--- src/design/vrmtt_pkg.sv ---
// Shared types, codes and constants of the variable-range memory-type table.
package vrmtt_pkg;

    // Default table depth handed to the top level.
    localparam int MAX_RANGES_DEF = 8;

    // Address field of base and mask words, and the entry valid bit.
    localparam logic [31:0] ADDR_BITS = 32'hFFFF_F000;
    localparam int          VALID_POS = 11;

    // Size rounding limits for write-combining requests.
    localparam logic [30:0] SIZE_MIN = 31'h0000_1000;
    localparam logic [30:0] SIZE_CAP = 31'h4000_0000;

    // Memory types.
    localparam logic [7:0] TYPE_WC = 8'h01;
    localparam logic [7:0] TYPE_UC = 8'h00;

    // Action codes of an input transaction.
    localparam logic [1:0] ACT_REQUEST  = 2'd0;
    localparam logic [1:0] ACT_LOOKUP   = 2'd1;
    localparam logic [1:0] ACT_LOAD     = 2'd2;
    localparam logic [1:0] ACT_RESERVED = 2'd3;

    // Configuration register indexes.
    localparam int         CFG_IDX_W      = 3;
    localparam logic [2:0] CFG_FEATURE    = 3'd0;
    localparam logic [2:0] CFG_WC_SUPPORT = 3'd1;
    localparam logic [2:0] CFG_ENABLED    = 3'd2;
    localparam logic [2:0] CFG_IN_USE     = 3'd3;
    localparam logic [2:0] CFG_RAM_BYTES  = 3'd4;

    // Result status codes.
    typedef enum logic [3:0] {
        ST_WRITTEN       = 4'd0,
        ST_ALREADY_WC    = 4'd1,
        ST_BAD_ARGS      = 4'd2,
        ST_NO_FEATURE    = 4'd3,
        ST_NO_WC         = 4'd4,
        ST_DISABLED      = 4'd5,
        ST_IN_RAM        = 4'd6,
        ST_UNALIGNED     = 4'd7,
        ST_OTHER_TYPE    = 4'd8,
        ST_NO_FREE       = 4'd9,
        ST_NOT_EFFECTIVE = 4'd10,
        ST_HIT           = 4'd11,
        ST_MISS          = 4'd12,
        ST_LOADED        = 4'd13
    } t_status;

    // Controller states.
    typedef enum logic [2:0] {
        S_IDLE,
        S_DECODE,
        S_ROUND,
        S_SCAN,
        S_PLACE,
        S_FINISH
    } t_state;

    // Commands from the controller to the datapath.
    typedef struct packed {
        logic    take;
        logic    grow;
        logic    scan_step;
        logic    write_load;
        logic    write_req;
        logic    set_code;
        t_status code;
        logic    out_load;
    } t_dp_cmd;

    // Status from the datapath to the controller.
    typedef struct packed {
        logic [1:0] action;
        logic       pre_fail;
        t_status    pre_code;
        logic       grow_more;
        logic       aligned;
        logic       scan_done;
        logic       hit;
        logic       hit_wc;
        logic       hit_other;
        logic       free_found;
        logic       shadowed;
        logic       out_busy;
    } t_dp_sts;

endpackage

--- src/design/vrmtt_if.sv ---
// Channel interfaces of the variable-range memory-type table.

// Input transaction channel.
interface vrmtt_in_if;
    logic        valid;
    logic        ready;
    logic [1:0]  action;
    logic [31:0] address;
    logic [31:0] length_bytes;
    logic [2:0]  entry_index;
    logic [31:0] entry_base_word;
    logic [31:0] entry_mask_word;

    modport source (
        output valid, action, address, length_bytes, entry_index,
               entry_base_word, entry_mask_word,
        input  ready
    );
    modport sink (
        input  valid, action, address, length_bytes, entry_index,
               entry_base_word, entry_mask_word,
        output ready
    );
endinterface

// Result transaction channel.
interface vrmtt_out_if;
    logic        valid;
    logic        ready;
    logic [3:0]  status;
    logic [7:0]  found_type;
    logic [2:0]  slot_used;
    logic [30:0] range_size;

    modport source (
        output valid, status, found_type, slot_used, range_size,
        input  ready
    );
    modport sink (
        input  valid, status, found_type, slot_used, range_size,
        output ready
    );
endinterface

// Configuration write channel.
interface vrmtt_cfg_if;
    logic        valid;
    logic        ready;
    logic [2:0]  index;
    logic [31:0] data;

    modport source (
        output valid, index, data,
        input  ready
    );
    modport sink (
        input  valid, index, data,
        output ready
    );
endinterface

--- src/design/vrmtt_ctrl.sv ---
// Controller state machine that sequences one transaction through the datapath.
module vrmtt_ctrl
    import vrmtt_pkg::*;
(
    input  logic    i_clk,
    input  logic    i_rst_n,
    input  logic    i_in_valid,
    output logic    o_in_ready,
    input  t_dp_sts i_sts,
    output t_dp_cmd o_cmd
);

    t_state r_state;
    t_state n_state;

    // State register.
    always_ff @(posedge i_clk) begin
        if (!i_rst_n) begin
            r_state <= S_IDLE;
        end else begin
            r_state <= n_state;
        end
    end

    // Next state and datapath commands.
    always_comb begin
        n_state    = r_state;
        o_cmd      = '0;
        o_cmd.code = ST_WRITTEN;
        o_in_ready = (r_state == S_IDLE);
        unique case (r_state)
            S_IDLE: begin
                if (i_in_valid) begin
                    o_cmd.take = 1'b1;
                    n_state    = S_DECODE;
                end
            end
            S_DECODE: begin
                unique case (i_sts.action)
                    ACT_LOAD: begin
                        o_cmd.write_load = 1'b1;
                        o_cmd.set_code   = 1'b1;
                        o_cmd.code       = ST_LOADED;
                        n_state          = S_FINISH;
                    end
                    ACT_LOOKUP: begin
                        n_state = S_SCAN;
                    end
                    ACT_REQUEST: begin
                        if (i_sts.pre_fail) begin
                            o_cmd.set_code = 1'b1;
                            o_cmd.code     = i_sts.pre_code;
                            n_state        = S_FINISH;
                        end else begin
                            n_state = S_ROUND;
                        end
                    end
                    default: begin
                        o_cmd.set_code = 1'b1;
                        o_cmd.code     = ST_BAD_ARGS;
                        n_state        = S_FINISH;
                    end
                endcase
            end
            S_ROUND: begin
                // Double the size one step per cycle until it fits and aligns or hits the cap.
                if (i_sts.grow_more) begin
                    o_cmd.grow = 1'b1;
                end else if (!i_sts.aligned) begin
                    o_cmd.set_code = 1'b1;
                    o_cmd.code     = ST_UNALIGNED;
                    n_state        = S_FINISH;
                end else begin
                    n_state = S_SCAN;
                end
            end
            S_SCAN: begin
                if (!i_sts.scan_done) begin
                    o_cmd.scan_step = 1'b1;
                end else if (i_sts.action == ACT_LOOKUP) begin
                    o_cmd.set_code = 1'b1;
                    o_cmd.code     = i_sts.hit ? ST_HIT : ST_MISS;
                    n_state        = S_FINISH;
                end else begin
                    n_state = S_PLACE;
                end
            end
            S_PLACE: begin
                o_cmd.set_code = 1'b1;
                n_state        = S_FINISH;
                if (i_sts.hit_wc) begin
                    o_cmd.code = ST_ALREADY_WC;
                end else if (i_sts.hit_other) begin
                    o_cmd.code = ST_OTHER_TYPE;
                end else if (!i_sts.free_found) begin
                    o_cmd.code = ST_NO_FREE;
                end else begin
                    o_cmd.write_req = 1'b1;
                    o_cmd.code      = i_sts.shadowed ? ST_NOT_EFFECTIVE : ST_WRITTEN;
                end
            end
            S_FINISH: begin
                // Wait for the output register to free up.
                if (!i_sts.out_busy) begin
                    o_cmd.out_load = 1'b1;
                    n_state        = S_IDLE;
                end
            end
            default: begin
                n_state = S_IDLE;
            end
        endcase
    end

endmodule

--- src/design/vrmtt_datapath.sv ---
// Datapath: configuration, range table, size rounding, table scan and result register.
module vrmtt_datapath
    import vrmtt_pkg::*;
#(
    parameter int MAX_RANGES = MAX_RANGES_DEF
) (
    input  logic                 i_clk,
    input  logic                 i_rst_n,
    // Input payload
    input  logic [1:0]           i_action,
    input  logic [31:0]          i_address,
    input  logic [31:0]          i_length_bytes,
    input  logic [2:0]           i_entry_index,
    input  logic [31:0]          i_entry_base_word,
    input  logic [31:0]          i_entry_mask_word,
    // Configuration writes
    input  logic                 i_cfg_valid,
    input  logic [CFG_IDX_W-1:0] i_cfg_index,
    input  logic [31:0]          i_cfg_data,
    output logic                 o_cfg_ready,
    // Result channel
    input  logic                 i_out_ready,
    output logic                 o_out_valid,
    output logic [3:0]           o_status,
    output logic [7:0]           o_found_type,
    output logic [2:0]           o_slot_used,
    output logic [30:0]          o_range_size,
    // Controller link
    input  t_dp_cmd              i_cmd,
    output t_dp_sts              o_sts
);

    localparam int         IDX_W  = (MAX_RANGES > 1) ? $clog2(MAX_RANGES) : 1;
    localparam int         CNT_W  = $clog2(MAX_RANGES + 1);
    localparam logic [4:0] MAX_R5 = 5'(MAX_RANGES);

    // Configuration registers
    logic        r_feature;
    logic        r_wc_support;
    logic        r_enabled;
    logic [3:0]  r_in_use;
    logic [31:0] r_ram_bytes;

    // Transaction registers
    logic [1:0]  r_action;
    logic [31:0] r_addr;
    logic [31:0] r_len;
    logic [2:0]  r_idx;
    logic [31:0] r_bw;
    logic [31:0] r_mw;
    logic [30:0] r_size;
    t_status     r_code;

    // Range table
    logic [31:0] r_base  [MAX_RANGES];
    logic [31:0] r_mask  [MAX_RANGES];
    logic        r_valid [MAX_RANGES];

    // Scan state
    logic [CNT_W-1:0] r_cnt;
    logic             r_hit;
    logic [IDX_W-1:0] r_hit_idx;
    logic [7:0]       r_hit_type;
    logic             r_free;
    logic [IDX_W-1:0] r_free_idx;

    // Output register
    logic        r_out_valid;
    t_status     r_o_status;
    logic [7:0]  r_o_type;
    logic [2:0]  r_o_slot;
    logic [30:0] r_o_size;

    logic [31:0]      w_size32;
    logic [31:0]      w_low;
    logic             w_aligned;
    logic [4:0]       w_in_use5;
    logic [CNT_W-1:0] w_lim;
    logic             w_done;
    logic [IDX_W-1:0] w_sel;
    logic             w_match;
    logic [IDX_W-1:0] w_load_idx;
    logic             w_load_ok;
    logic             w_pre_fail;
    t_status          w_pre_code;

    assign o_cfg_ready = 1'b1;

    // Size rounding terms.
    assign w_size32  = {1'b0, r_size};
    assign w_low     = w_size32 - 32'd1;
    assign w_aligned = ((r_addr & w_low) == 32'd0);

    // Number of entries scanned.
    assign w_in_use5 = {1'b0, r_in_use};
    assign w_lim     = (w_in_use5 >= MAX_R5) ? CNT_W'(MAX_R5) : CNT_W'(w_in_use5);
    assign w_done    = (r_cnt >= w_lim);
    assign w_sel     = r_cnt[IDX_W-1:0];
    assign w_match   = (((r_addr ^ r_base[w_sel]) & r_mask[w_sel] & ADDR_BITS) == 32'd0);

    // Load target, ignored when it lies beyond the table.
    assign w_load_idx = IDX_W'(r_idx);
    assign w_load_ok  = ({2'b00, r_idx} < MAX_R5);

    // Request preconditions in priority order.
    always_comb begin
        w_pre_fail = 1'b1;
        w_pre_code = ST_BAD_ARGS;
        if (r_addr == 32'd0 || r_len == 32'd0) begin
            w_pre_code = ST_BAD_ARGS;
        end else if (!r_feature) begin
            w_pre_code = ST_NO_FEATURE;
        end else if (!r_wc_support) begin
            w_pre_code = ST_NO_WC;
        end else if (!r_enabled) begin
            w_pre_code = ST_DISABLED;
        end else if (r_addr < r_ram_bytes) begin
            w_pre_code = ST_IN_RAM;
        end else begin
            w_pre_fail = 1'b0;
        end
    end

    // Status toward the controller.
    always_comb begin
        o_sts.action     = r_action;
        o_sts.pre_fail   = w_pre_fail;
        o_sts.pre_code   = w_pre_code;
        o_sts.grow_more  = ((w_size32 < r_len) || !w_aligned) && (r_size < SIZE_CAP);
        o_sts.aligned    = w_aligned;
        o_sts.scan_done  = w_done;
        o_sts.hit        = r_hit;
        o_sts.hit_wc     = r_hit && (r_hit_type == TYPE_WC);
        o_sts.hit_other  = r_hit && (r_hit_type != TYPE_WC) && (r_hit_type != TYPE_UC);
        o_sts.free_found = r_free;
        o_sts.shadowed   = r_hit && (r_hit_idx < r_free_idx);
        o_sts.out_busy   = r_out_valid && !i_out_ready;
    end

    // Configuration registers and control flags with reset.
    always_ff @(posedge i_clk) begin
        if (!i_rst_n) begin
            r_feature    <= 1'b0;
            r_wc_support <= 1'b0;
            r_enabled    <= 1'b0;
            r_in_use     <= 4'd8;
            r_ram_bytes  <= 32'd0;
            r_out_valid  <= 1'b0;
            for (int i = 0; i < MAX_RANGES; i++) begin
                r_valid[i] <= 1'b0;
            end
        end else begin
            if (i_cfg_valid) begin
                case (i_cfg_index)
                    CFG_FEATURE:    r_feature    <= i_cfg_data[0];
                    CFG_WC_SUPPORT: r_wc_support <= i_cfg_data[0];
                    CFG_ENABLED:    r_enabled    <= i_cfg_data[0];
                    CFG_IN_USE:     r_in_use     <= i_cfg_data[3:0];
                    CFG_RAM_BYTES:  r_ram_bytes  <= i_cfg_data;
                    default: ;
                endcase
            end
            if (i_cmd.write_load && w_load_ok) begin
                r_valid[w_load_idx] <= r_mw[VALID_POS];
            end
            if (i_cmd.write_req) begin
                r_valid[r_free_idx] <= 1'b1;
            end
            if (i_cmd.out_load) begin
                r_out_valid <= 1'b1;
            end else if (i_out_ready) begin
                r_out_valid <= 1'b0;
            end
        end
    end

    // Transaction, table payload, scan and result registers.
    always_ff @(posedge i_clk) begin
        if (i_cmd.take) begin
            r_action <= i_action;
            r_addr   <= i_address;
            r_len    <= i_length_bytes;
            r_idx    <= i_entry_index;
            r_bw     <= i_entry_base_word;
            r_mw     <= i_entry_mask_word;
            r_size   <= SIZE_MIN;
            r_cnt    <= '0;
            r_hit    <= 1'b0;
            r_free   <= 1'b0;
        end
        if (i_cmd.grow) begin
            r_size <= {r_size[29:0], 1'b0};
        end
        // One entry per cycle: keep the first covering entry and the first free one.
        if (i_cmd.scan_step) begin
            r_cnt <= r_cnt + CNT_W'(1);
            if (r_valid[w_sel] && w_match && !r_hit) begin
                r_hit      <= 1'b1;
                r_hit_idx  <= w_sel;
                r_hit_type <= r_base[w_sel][7:0];
            end
            if (!r_valid[w_sel] && !r_free) begin
                r_free     <= 1'b1;
                r_free_idx <= w_sel;
            end
        end
        if (i_cmd.write_load && w_load_ok) begin
            r_base[w_load_idx] <= r_bw;
            r_mask[w_load_idx] <= r_mw;
        end
        if (i_cmd.write_req) begin
            r_base[r_free_idx] <= (r_addr & ADDR_BITS) | {24'd0, TYPE_WC};
            r_mask[r_free_idx] <= (~w_low & ADDR_BITS) | (32'd1 << VALID_POS);
        end
        if (i_cmd.set_code) begin
            r_code <= i_cmd.code;
        end
        // Result fields that do not belong to the status read as zero.
        if (i_cmd.out_load) begin
            r_o_status <= r_code;
            r_o_type   <= (r_code == ST_HIT) ? r_hit_type : 8'd0;
            if (r_code == ST_WRITTEN || r_code == ST_NOT_EFFECTIVE) begin
                r_o_slot <= 3'(r_free_idx);
                r_o_size <= r_size;
            end else begin
                r_o_slot <= 3'd0;
                r_o_size <= 31'd0;
            end
        end
    end

    assign o_out_valid  = r_out_valid;
    assign o_status     = r_o_status;
    assign o_found_type = r_o_type;
    assign o_slot_used  = r_o_slot;
    assign o_range_size = r_o_size;

endmodule

--- src/design/variable_range_memory_type_table.sv ---
// Variable-range memory-type table: top level joining controller and datapath.
//
// Usage: i_in carries one transaction per valid/ready handshake: a load writes
// a table entry, a lookup returns the type of the first valid covering entry,
// and a request installs a write-combining range after its checks. Every input
// transaction yields exactly one result transaction on o_out. i_cfg writes the
// configuration registers by index; it is always ready and should only be
// used while the block is idle.
// After acceptance, a load, a reserved action or a request that fails its
// checks goes from decode to the finish state; a lookup first scans the table;
// a request that passes them rounds its size and, if aligned, scans the table
// and places its entry. The table scan visits one entry per cycle and the size
// rounding doubles the size once per cycle (up to 18 doublings).
// One transaction is in progress at a time; the next one is accepted as soon
// as the result sits in the output register.
// Reset clears the configuration to its defaults and marks every entry
// invalid. If the receiver stalls, the result holds in the output register and
// a finished transaction waits until it can be handed over.
module variable_range_memory_type_table
    import vrmtt_pkg::*;
#(
    parameter int MAX_RANGES = MAX_RANGES_DEF
) (
    input  logic        i_clk,
    input  logic        i_rst_n,
    vrmtt_in_if.sink    i_in,
    vrmtt_out_if.source o_out,
    vrmtt_cfg_if.sink   i_cfg
);

    t_dp_cmd w_cmd;
    t_dp_sts w_sts;

    // Transaction sequencing.
    vrmtt_ctrl u_ctrl (
        .i_clk      (i_clk),
        .i_rst_n    (i_rst_n),
        .i_in_valid (i_in.valid),
        .o_in_ready (i_in.ready),
        .i_sts      (w_sts),
        .o_cmd      (w_cmd)
    );

    // Storage and arithmetic.
    vrmtt_datapath #(
        .MAX_RANGES (MAX_RANGES)
    ) u_datapath (
        .i_clk             (i_clk),
        .i_rst_n           (i_rst_n),
        .i_action          (i_in.action),
        .i_address         (i_in.address),
        .i_length_bytes    (i_in.length_bytes),
        .i_entry_index     (i_in.entry_index),
        .i_entry_base_word (i_in.entry_base_word),
        .i_entry_mask_word (i_in.entry_mask_word),
        .i_cfg_valid       (i_cfg.valid),
        .i_cfg_index       (i_cfg.index),
        .i_cfg_data        (i_cfg.data),
        .o_cfg_ready       (i_cfg.ready),
        .i_out_ready       (o_out.ready),
        .o_out_valid       (o_out.valid),
        .o_status          (o_out.status),
        .o_found_type      (o_out.found_type),
        .o_slot_used       (o_out.slot_used),
        .o_range_size      (o_out.range_size),
        .i_cmd             (w_cmd),
        .o_sts             (w_sts)
    );

endmodule

--- src/flat_wrapper.sv ---
// flat-port wrapper written by rule: the top's interface ports become plain ports
module variable_range_memory_type_table_flat import vrmtt_pkg::*;
#(
    parameter int MAX_RANGES = MAX_RANGES_DEF
)
  (i_clk, i_rst_n, i_in_valid, i_in_action, i_in_address, i_in_length_bytes, i_in_entry_index, i_in_entry_base_word, i_in_entry_mask_word, i_in_ready, o_out_valid, o_out_status, o_out_found_type, o_out_slot_used, o_out_range_size, o_out_ready, i_cfg_valid, i_cfg_index, i_cfg_data, i_cfg_ready);
  vrmtt_in_if i_in_i ();
  vrmtt_out_if o_out_i ();
  vrmtt_cfg_if i_cfg_i ();
  input  logic i_clk;
  input  logic i_rst_n;
  input wire logic [$bits(i_in_i.valid)-1:0] i_in_valid;
  input wire logic [$bits(i_in_i.action)-1:0] i_in_action;
  input wire logic [$bits(i_in_i.address)-1:0] i_in_address;
  input wire logic [$bits(i_in_i.length_bytes)-1:0] i_in_length_bytes;
  input wire logic [$bits(i_in_i.entry_index)-1:0] i_in_entry_index;
  input wire logic [$bits(i_in_i.entry_base_word)-1:0] i_in_entry_base_word;
  input wire logic [$bits(i_in_i.entry_mask_word)-1:0] i_in_entry_mask_word;
  output wire logic [$bits(i_in_i.ready)-1:0] i_in_ready;
  output wire logic [$bits(o_out_i.valid)-1:0] o_out_valid;
  output wire logic [$bits(o_out_i.status)-1:0] o_out_status;
  output wire logic [$bits(o_out_i.found_type)-1:0] o_out_found_type;
  output wire logic [$bits(o_out_i.slot_used)-1:0] o_out_slot_used;
  output wire logic [$bits(o_out_i.range_size)-1:0] o_out_range_size;
  input wire logic [$bits(o_out_i.ready)-1:0] o_out_ready;
  input wire logic [$bits(i_cfg_i.valid)-1:0] i_cfg_valid;
  input wire logic [$bits(i_cfg_i.index)-1:0] i_cfg_index;
  input wire logic [$bits(i_cfg_i.data)-1:0] i_cfg_data;
  output wire logic [$bits(i_cfg_i.ready)-1:0] i_cfg_ready;
  assign i_in_i.valid = i_in_valid;
  assign i_in_i.action = i_in_action;
  assign i_in_i.address = i_in_address;
  assign i_in_i.length_bytes = i_in_length_bytes;
  assign i_in_i.entry_index = i_in_entry_index;
  assign i_in_i.entry_base_word = i_in_entry_base_word;
  assign i_in_i.entry_mask_word = i_in_entry_mask_word;
  assign i_in_ready = i_in_i.ready;
  assign o_out_valid = o_out_i.valid;
  assign o_out_status = o_out_i.status;
  assign o_out_found_type = o_out_i.found_type;
  assign o_out_slot_used = o_out_i.slot_used;
  assign o_out_range_size = o_out_i.range_size;
  assign o_out_i.ready = o_out_ready;
  assign i_cfg_i.valid = i_cfg_valid;
  assign i_cfg_i.index = i_cfg_index;
  assign i_cfg_i.data = i_cfg_data;
  assign i_cfg_ready = i_cfg_i.ready;
  variable_range_memory_type_table #(.MAX_RANGES(MAX_RANGES)) u_core (.i_clk(i_clk), .i_rst_n(i_rst_n), .i_in(i_in_i), .o_out(o_out_i), .i_cfg(i_cfg_i));
endmodule
--- config.mk ---
export PLATFORM = sky130hd
export DESIGN_NAME = variable_range_memory_type_table_flat
export DESIGN_NICKNAME = d
export VERILOG_FILES = /design/src/design/vrmtt_pkg.sv /design/src/design/vrmtt_if.sv /design/src/design/vrmtt_ctrl.sv /design/src/design/vrmtt_datapath.sv /design/src/design/variable_range_memory_type_table.sv /design/src/flat_wrapper.sv
export SDC_FILE = /design/constraint.sdc
export NUM_CORES = 1
export LEC_CHECK = 0
export BUFFER_PORTS_ARGS = -buffer_cell sky130_fd_sc_hd__buf_2
export CAP_MARGIN = 30
export CELL_PAD_IN_SITES_DETAIL_PLACEMENT = 0
export CELL_PAD_IN_SITES_GLOBAL_PLACEMENT = 1
export CORE_MARGIN = 2
export CORE_UTILIZATION = 50
export DETAILED_ROUTE_END_ITERATION = 8
export PLACE_DENSITY = 0.88
export SLEW_MARGIN = 20
export SYNTH_ARGS = -nofsm -noshare
export SYNTH_HDL_FRONTEND = slang
export SYNTH_SLANG_ARGS = --single-unit
--- constraint.sdc ---
create_clock -name i_clk -period 5.8 [get_ports i_clk]
set_input_delay 1.45 -clock i_clk [delete_from_list [all_inputs] [get_ports i_clk]]
set_output_delay 1.45 -clock i_clk [all_outputs]
set_load 0.03 [all_outputs]
Word level (Yosys, flattened, before mapping)
Memory sizes are Yosys's and may differ from the RTL's. A register that Yosys moved wholly into a read port is not among the register bits. Index checks and enable logic that the tools add are counted.

Bits in registers: 253. Memory bits (writable): 520. Input port bits: 173. Word-level logic and storage cells: 183. Memories: 3.

Memory list: u_core.u_datapath.r_base (depth 8, width 32, read ports 1, clocked after Yosys merged registers in 1, write ports 1, RTL line vrmtt_datapath.sv:55) `logic [31:0] r_base [MAX_RANGES];`; u_core.u_datapath.r_mask (depth 8, width 32, read ports 1, clocked after Yosys merged registers in 1, write ports 1, RTL line vrmtt_datapath.sv:56) `logic [31:0] r_mask [MAX_RANGES];`; u_core.u_datapath.r_valid (depth 8, width 1, read ports 1, clocked after Yosys merged registers in 1, write ports 8, RTL line vrmtt_datapath.sv:57) `logic r_valid [MAX_RANGES];`.

Add/subtract/negate cells: 2. Magnitude comparators: 6. Eq/ne operators: 19. Mux-type cells: 82. Bitwise logic cells: 4. Reduce and logical (&&, ||, !) cells: 41.

Operators with widths (number): $logic_not 32->1 (4); $and 32x32->32 (2); $mux 32 (2); $reduce_or 32->1 (2); $mux 31 (2); $mux 3 (17); $mux 1 (43); $mux 4 (9); $lt 31x32->1 (1); $lt 32x32->1 (1); $not 32->32 (1); $sub 31x1->32 const B (1); $xor 32x32->32 (1); $lt 31x31->1 const B (1); $mux 5 (5); $pmux 5 s4 (1); $pmux 3 s6 (1); $pmux 5 s3 (1); $reduce_and 2->1 (7); $eq 3x2->1 const B (4); $eq 3x3->1 const B (3); $logic_and 1x1->1 (9); $eq 4x4->1 const B (2); $eq 8x1->1 const B (1); 19 further kinds (33).

Logic depth before layout (Yosys ltp)
Depth in word-level cells: 11. Mapped depth: 13. Depth with buffers taken out: 10.

Hierarchy
A second synthesis with hierarchy kept.

Cells, all modules: 2648. Area total of the unflattened synthesis: 30250.3 sq um.

By module, submodules not included: vrmtt_datapath (instances 1, cells an instance 2583, area each 29786.1 sq um, seq. area each 17747.0 sq um); vrmtt_ctrl (instances 1, cells an instance 65, area each 464.2 sq um, seq. area each 60.1 sq um).

Worst setup path after synthesis
Ideal clock, no wire load.

Path type: input to register. Start: input port i_in_valid. End: register u_core.u_datapath.r_cnt[0], enable pin. Arrival: 4395 ps. Data required time: 5482 ps. Path slack: 1087 ps. Stages on the path: 4. Cell sequence: nand2_1 -> inv_1 -> a31oi_1 -> inv_1.

RTL lines: start: declaration (RTL line flat_wrapper.sv:12) `input wire logic [$bits(i_in_i.valid)-1:0] i_in_valid;`; end signal: assignment (RTL line vrmtt_datapath.sv:196) `r_cnt <= r_cnt + CNT_W'(1);`; end: declaration (RTL line vrmtt_datapath.sv:60) `logic [CNT_W-1:0] r_cnt;`.

Worst setup path after layout
Start: register u_core.u_datapath.r_size[12]. End: register u_core.u_datapath.r_size[30], enable pin.

Word-level cells in the longest chain between the ends: 9. Elaborated cells between the ends (all ways): 11. Those cells by class: add/sub: 1; order compare: 2; mux: 2; bitwise: 1; reduce/logical: 5.

RTL lines: start: declaration (RTL line vrmtt_datapath.sv:51) `logic [30:0] r_size;`; start signal: assignment (RTL line vrmtt_datapath.sv:192) `r_size <= {r_size[29:0], 1'b0};`; $sub 31x1->32 (RTL line vrmtt_datapath.sv:91) `assign w_low = w_size32 - 32'd1;`; $and 32x32->32 (RTL line vrmtt_datapath.sv:92) `assign w_aligned = ((r_addr & w_low) == 32'd0);`; $logic_not 32->1 (RTL line vrmtt_datapath.sv:92); $logic_not 1->1; $logic_or 1x1->1 (RTL line vrmtt_datapath.sv:129) `o_sts.grow_more = ((w_size32 < r_len) || !w_aligned) && (r_size < SIZE_CAP);`; $logic_and 1x1->1 (*) (RTL line vrmtt_datapath.sv:129); $mux 1 (*) (RTL line vrmtt_ctrl.sv:67) `if (i_sts.grow_more) begin`; $mux 1 (*) (RTL line vrmtt_ctrl.sv:31) `unique case (r_state)`; $reduce_bool 2->1 (no line) (*).

Every way passes the cells marked *; elsewhere a longest branch is shown, timed or not. A chain may end at the register's enable or synchronous reset.

==> flow_metrics.env <==
export IMPL_global_route_usage_total=0.232
export IMPL_cp_start_kind="register"
export IMPL_post_layout_total_power_mw=10.5
export IMPL_die_width_um=236
export IMPL_grt_max_degree=76
export IMPL_drc=0
export IMPL_endpoint_kind="register"
export IMPL_cts_inserted_buffers=67
export IMPL_crit_required_ns=5.95
export IMPL_layout_common_cells="edfxtp_1 (577), buf_2 (201), nand2_1 (184)"
export IMPL_detailedPlacementHpwl_um=42000
export IMPL_synth_enable_flop_cells=577
export IMPL_rows=84
export IMPL_final_layout_size_suffix_gt1_frac=0.209
export IMPL_h_tree_depth=3
export IMPL_fin_crit_share=0.740
export IMPL_yosysWarningCount=0
export IMPL_clkSlewWorstSetupHoldPaths_ns=0.06
export IMPL_die_height_um=236
export IMPL_synthDistinctLibCells=79
export IMPL_worst_pin_slew_ns=0.968
export IMPL_hold_path_class="register to register"
export IMPL_cts_setup_buffers=0
export IMPL_cts_path_max_buffers=3
export IMPL_gp_congestion=0.847
export IMPL_post_drt_via_cell_ratio=5.83
export IMPL_critPathMaxFanout=19
export IMPL_cts_root_buffer_cell="clkbuf_16"
export IMPL_unrepaired_setup_endpoints_after_global_routing="no"
export IMPL_final_max_slew_violation_count=0
export IMPL_grt_overflow_total=0
export IMPL_starting_drt_drc_count=1560
export IMPL_fmax_ghz=0.233
export IMPL_wl_um=63800
export IMPL_critPathKind="register to register"
export IMPL_dieArea_um2=55500
export IMPL_async_reset_ff_frac=0
export IMPL_final_hold_violation_count=0
export IMPL_nNetsFinal=2250
export IMPL_placed_cell_area_um2=28600
export IMPL_grt_antenna_before_repair=2
export IMPL_mostFrequentLayoutCell="edfxtp_1"
export IMPL_critPathArrivalTime_ns=4.44
export IMPL_dominantRegCellSynth="edfxtp_1"
export IMPL_grt_pass1_vias=16300
export IMPL_num_vias=16100
export IMPL_routed_wire_length_per_instance_um=23.1
export IMPL_final_setup_tns_ns=0
export IMPL_drt_pass1_iterations=5
export IMPL_ctsResizeCount=0
export IMPL_finish_instance_area_um2=30800
export IMPL_flop_and_latch_count_out_of_synthesis=633
export IMPL_setup_viol_count_final=0
export IMPL_portBuffers=193
export IMPL_worst_clock_skew_ns=0.0162
export IMPL_clock_insertion_delay_worst_skew_ns=0.60
export IMPL_synth_seq_area_share=0.687
export IMPL_num_io_pins=222
export IMPL_power_leakage_nw=10.8
export IMPL_max_vdd_ir_drop_v=0.000249
export IMPL_antenna_violating_nets_post_route=0
export IMPL_core_region_area_um2=52800
export IMPL_worst_reg2reg_setup_slack_ns=1.51
export IMPL_tritoncts="done"
export IMPL_slew_headroom=0.348
export IMPL_cap_viol_max_count=0
export IMPL_p_per_area_nw_per_um2=342
export IMPL_status="finished, final reports clean"
export IMPL_numClockSinks=633
export IMPL_grt_first_pass_wirelength_um=97300
export IMPL_hold_buffers=0
export IMPL_syn_instance_count=1802
export IMPL_start_util=0.509
export IMPL_avgSynthCellArea_um2=14.9
export IMPL_syn_cell_area_um2=26800
export IMPL_post_route_min_period_ns=4.29
export IMPL_area_delta_synth_final_pct=14.6
[cells by family (layout without fill, tap and decap cells)]
group | Yosys count | in the layout | share of synthesized area
DFF | 633 | 633 | 0.687
and+or+nand+nor | 507 | 507 | 0.0984
AOI/OAI and AO/OA | 192 | 192 | 0.0504
muxes | 185 | 185 | 0.0892
buffers and inverters | 167 | 427 | 0.0282
adders and majority gates | 58 | 58 | 0.0270
xor gates and xnor gates | 58 | 58 | 0.0189
other | 2 | 15 | 0.000280
[where the power goes]
part / total (mW) / switching (mW) / internal (mW) / leakage (nW)
clock network: 4.20 / 1.74 / 2.46 / 1.05
logic: 0.944 / 0.567 / 0.377 / 4.01
registers: 5.36 / 0.171 / 5.19 / 5.73
[cells in the mapped netlist, drive strengths merged, types with 39 or more instances]
cell type	n	area, µm²
inv	70	263
ha	58	726
nand2	186	703
mux2i	112	1130
and2	49	313
buf	50	318
mux4	39	878
clkbuf	47	176
edfxtp	577	17300
dfxtp	56	1120
nor2	50	188
nor4	44	290
[through the flow]
| step | setup WS (ns) | hold slack (ns) | utilization | instances |
|---|---|---|---|---|
| after floorplan | 1.09 | 0.443 | - | 1813 |
| after detailed placement | 1.73 | 0.460 | 0.542 | 2633 |
| after global placement | 1.82 | 0.454 | 0.541 | 2628 |
| final | 1.51 | 0.464 | 0.583 | 2763 |
| after CTS | 1.58 | 0.467 | 0.582 | 2756 |
| after global routing | 1.36 | 0.490 | 0.583 | 2761 |
[area by class of cell]
cell class | count | area [µm²]
Fill cell | 4002 | 22000
Multi-Input combinational cell | 1013 | 7740
Inverter | 70 | 265
Clock buffer | 84 | 1780
Antenna cell | 2 | 5.00
Sequential cell | 633 | 18500
Clock inverter | 39 | 364
Timing Repair Buffer | 234 | 1280
Tap cell | 688 | 861
[critical path: stages (launching register included)]
cell and delay, ns:
edfxtp_1 0.45, inv_1 0.33, ha_1 0.40, xor2_1 0.22, a222oi_1 0.32, o211ai_1 0.18
a221oi_1 0.42, o2111ai_2 0.34, o31a_4 0.49, inv_1 0.20, nand2_1 0.51
[routing by layer]
layer	routed length (µm)	GRT usage	part of all wire
met2	31000	0.386	0.49
met4	1890	0.0874	0.030
met1	25900	0.307	0.41
met5	13	0	0.00020
met3	5100	0.0392	0.080
[worst paths after layout]
| kind | start | end | cells after the start |
|---|---|---|---|
| worst min-delay path | u_core.u_datapath.r_ram_bytes[26]$_SDFFE_PN0P_ | u_core.u_datapath.r_ram_bytes[26]$_SDFFE_PN0P_ | 2 |
| worst min register to register | u_core.u_datapath.r_ram_bytes[26]$_SDFFE_PN0P_ | u_core.u_datapath.r_ram_bytes[26]$_SDFFE_PN0P_ | 2 |
| worst max register to register | u_core.u_datapath.r_size[12]$_SDFFCE_PP0P_ | u_core.u_datapath.r_size[30]$_SDFFCE_PN0P_ | 10 |
| worst max-delay path | u_core.u_datapath.r_size[12]$_SDFFCE_PP0P_ | u_core.u_datapath.r_size[30]$_SDFFCE_PN0P_ | 10 |
[registers in the layout, indices dropped and copies added, names as in the netlist, 2 cells and up, named ones only]
signal	flops
u_core.u_ctrl.r_state	3
u_core.u_datapath.o_found_type	8
u_core.u_datapath.o_range_size	19
u_core.u_datapath.o_slot_used	3
u_core.u_datapath.o_status	4
u_core.u_datapath.r_action	2
u_core.u_datapath.r_addr	32
u_core.u_datapath.r_base	224
u_core.u_datapath.r_bw	28
u_core.u_datapath.r_cnt	4
u_core.u_datapath.r_code	4
u_core.u_datapath.r_free_idx	3
u_core.u_datapath.r_hit_idx	3
u_core.u_datapath.r_hit_type	8
u_core.u_datapath.r_idx	3
u_core.u_datapath.r_in_use	4
u_core.u_datapath.r_len	32
u_core.u_datapath.r_mask	160
u_core.u_datapath.r_mw	21
u_core.u_datapath.r_ram_bytes	32
u_core.u_datapath.r_size	19
u_core.u_datapath.r_valid	8
(Power assumes the default switching activity.)
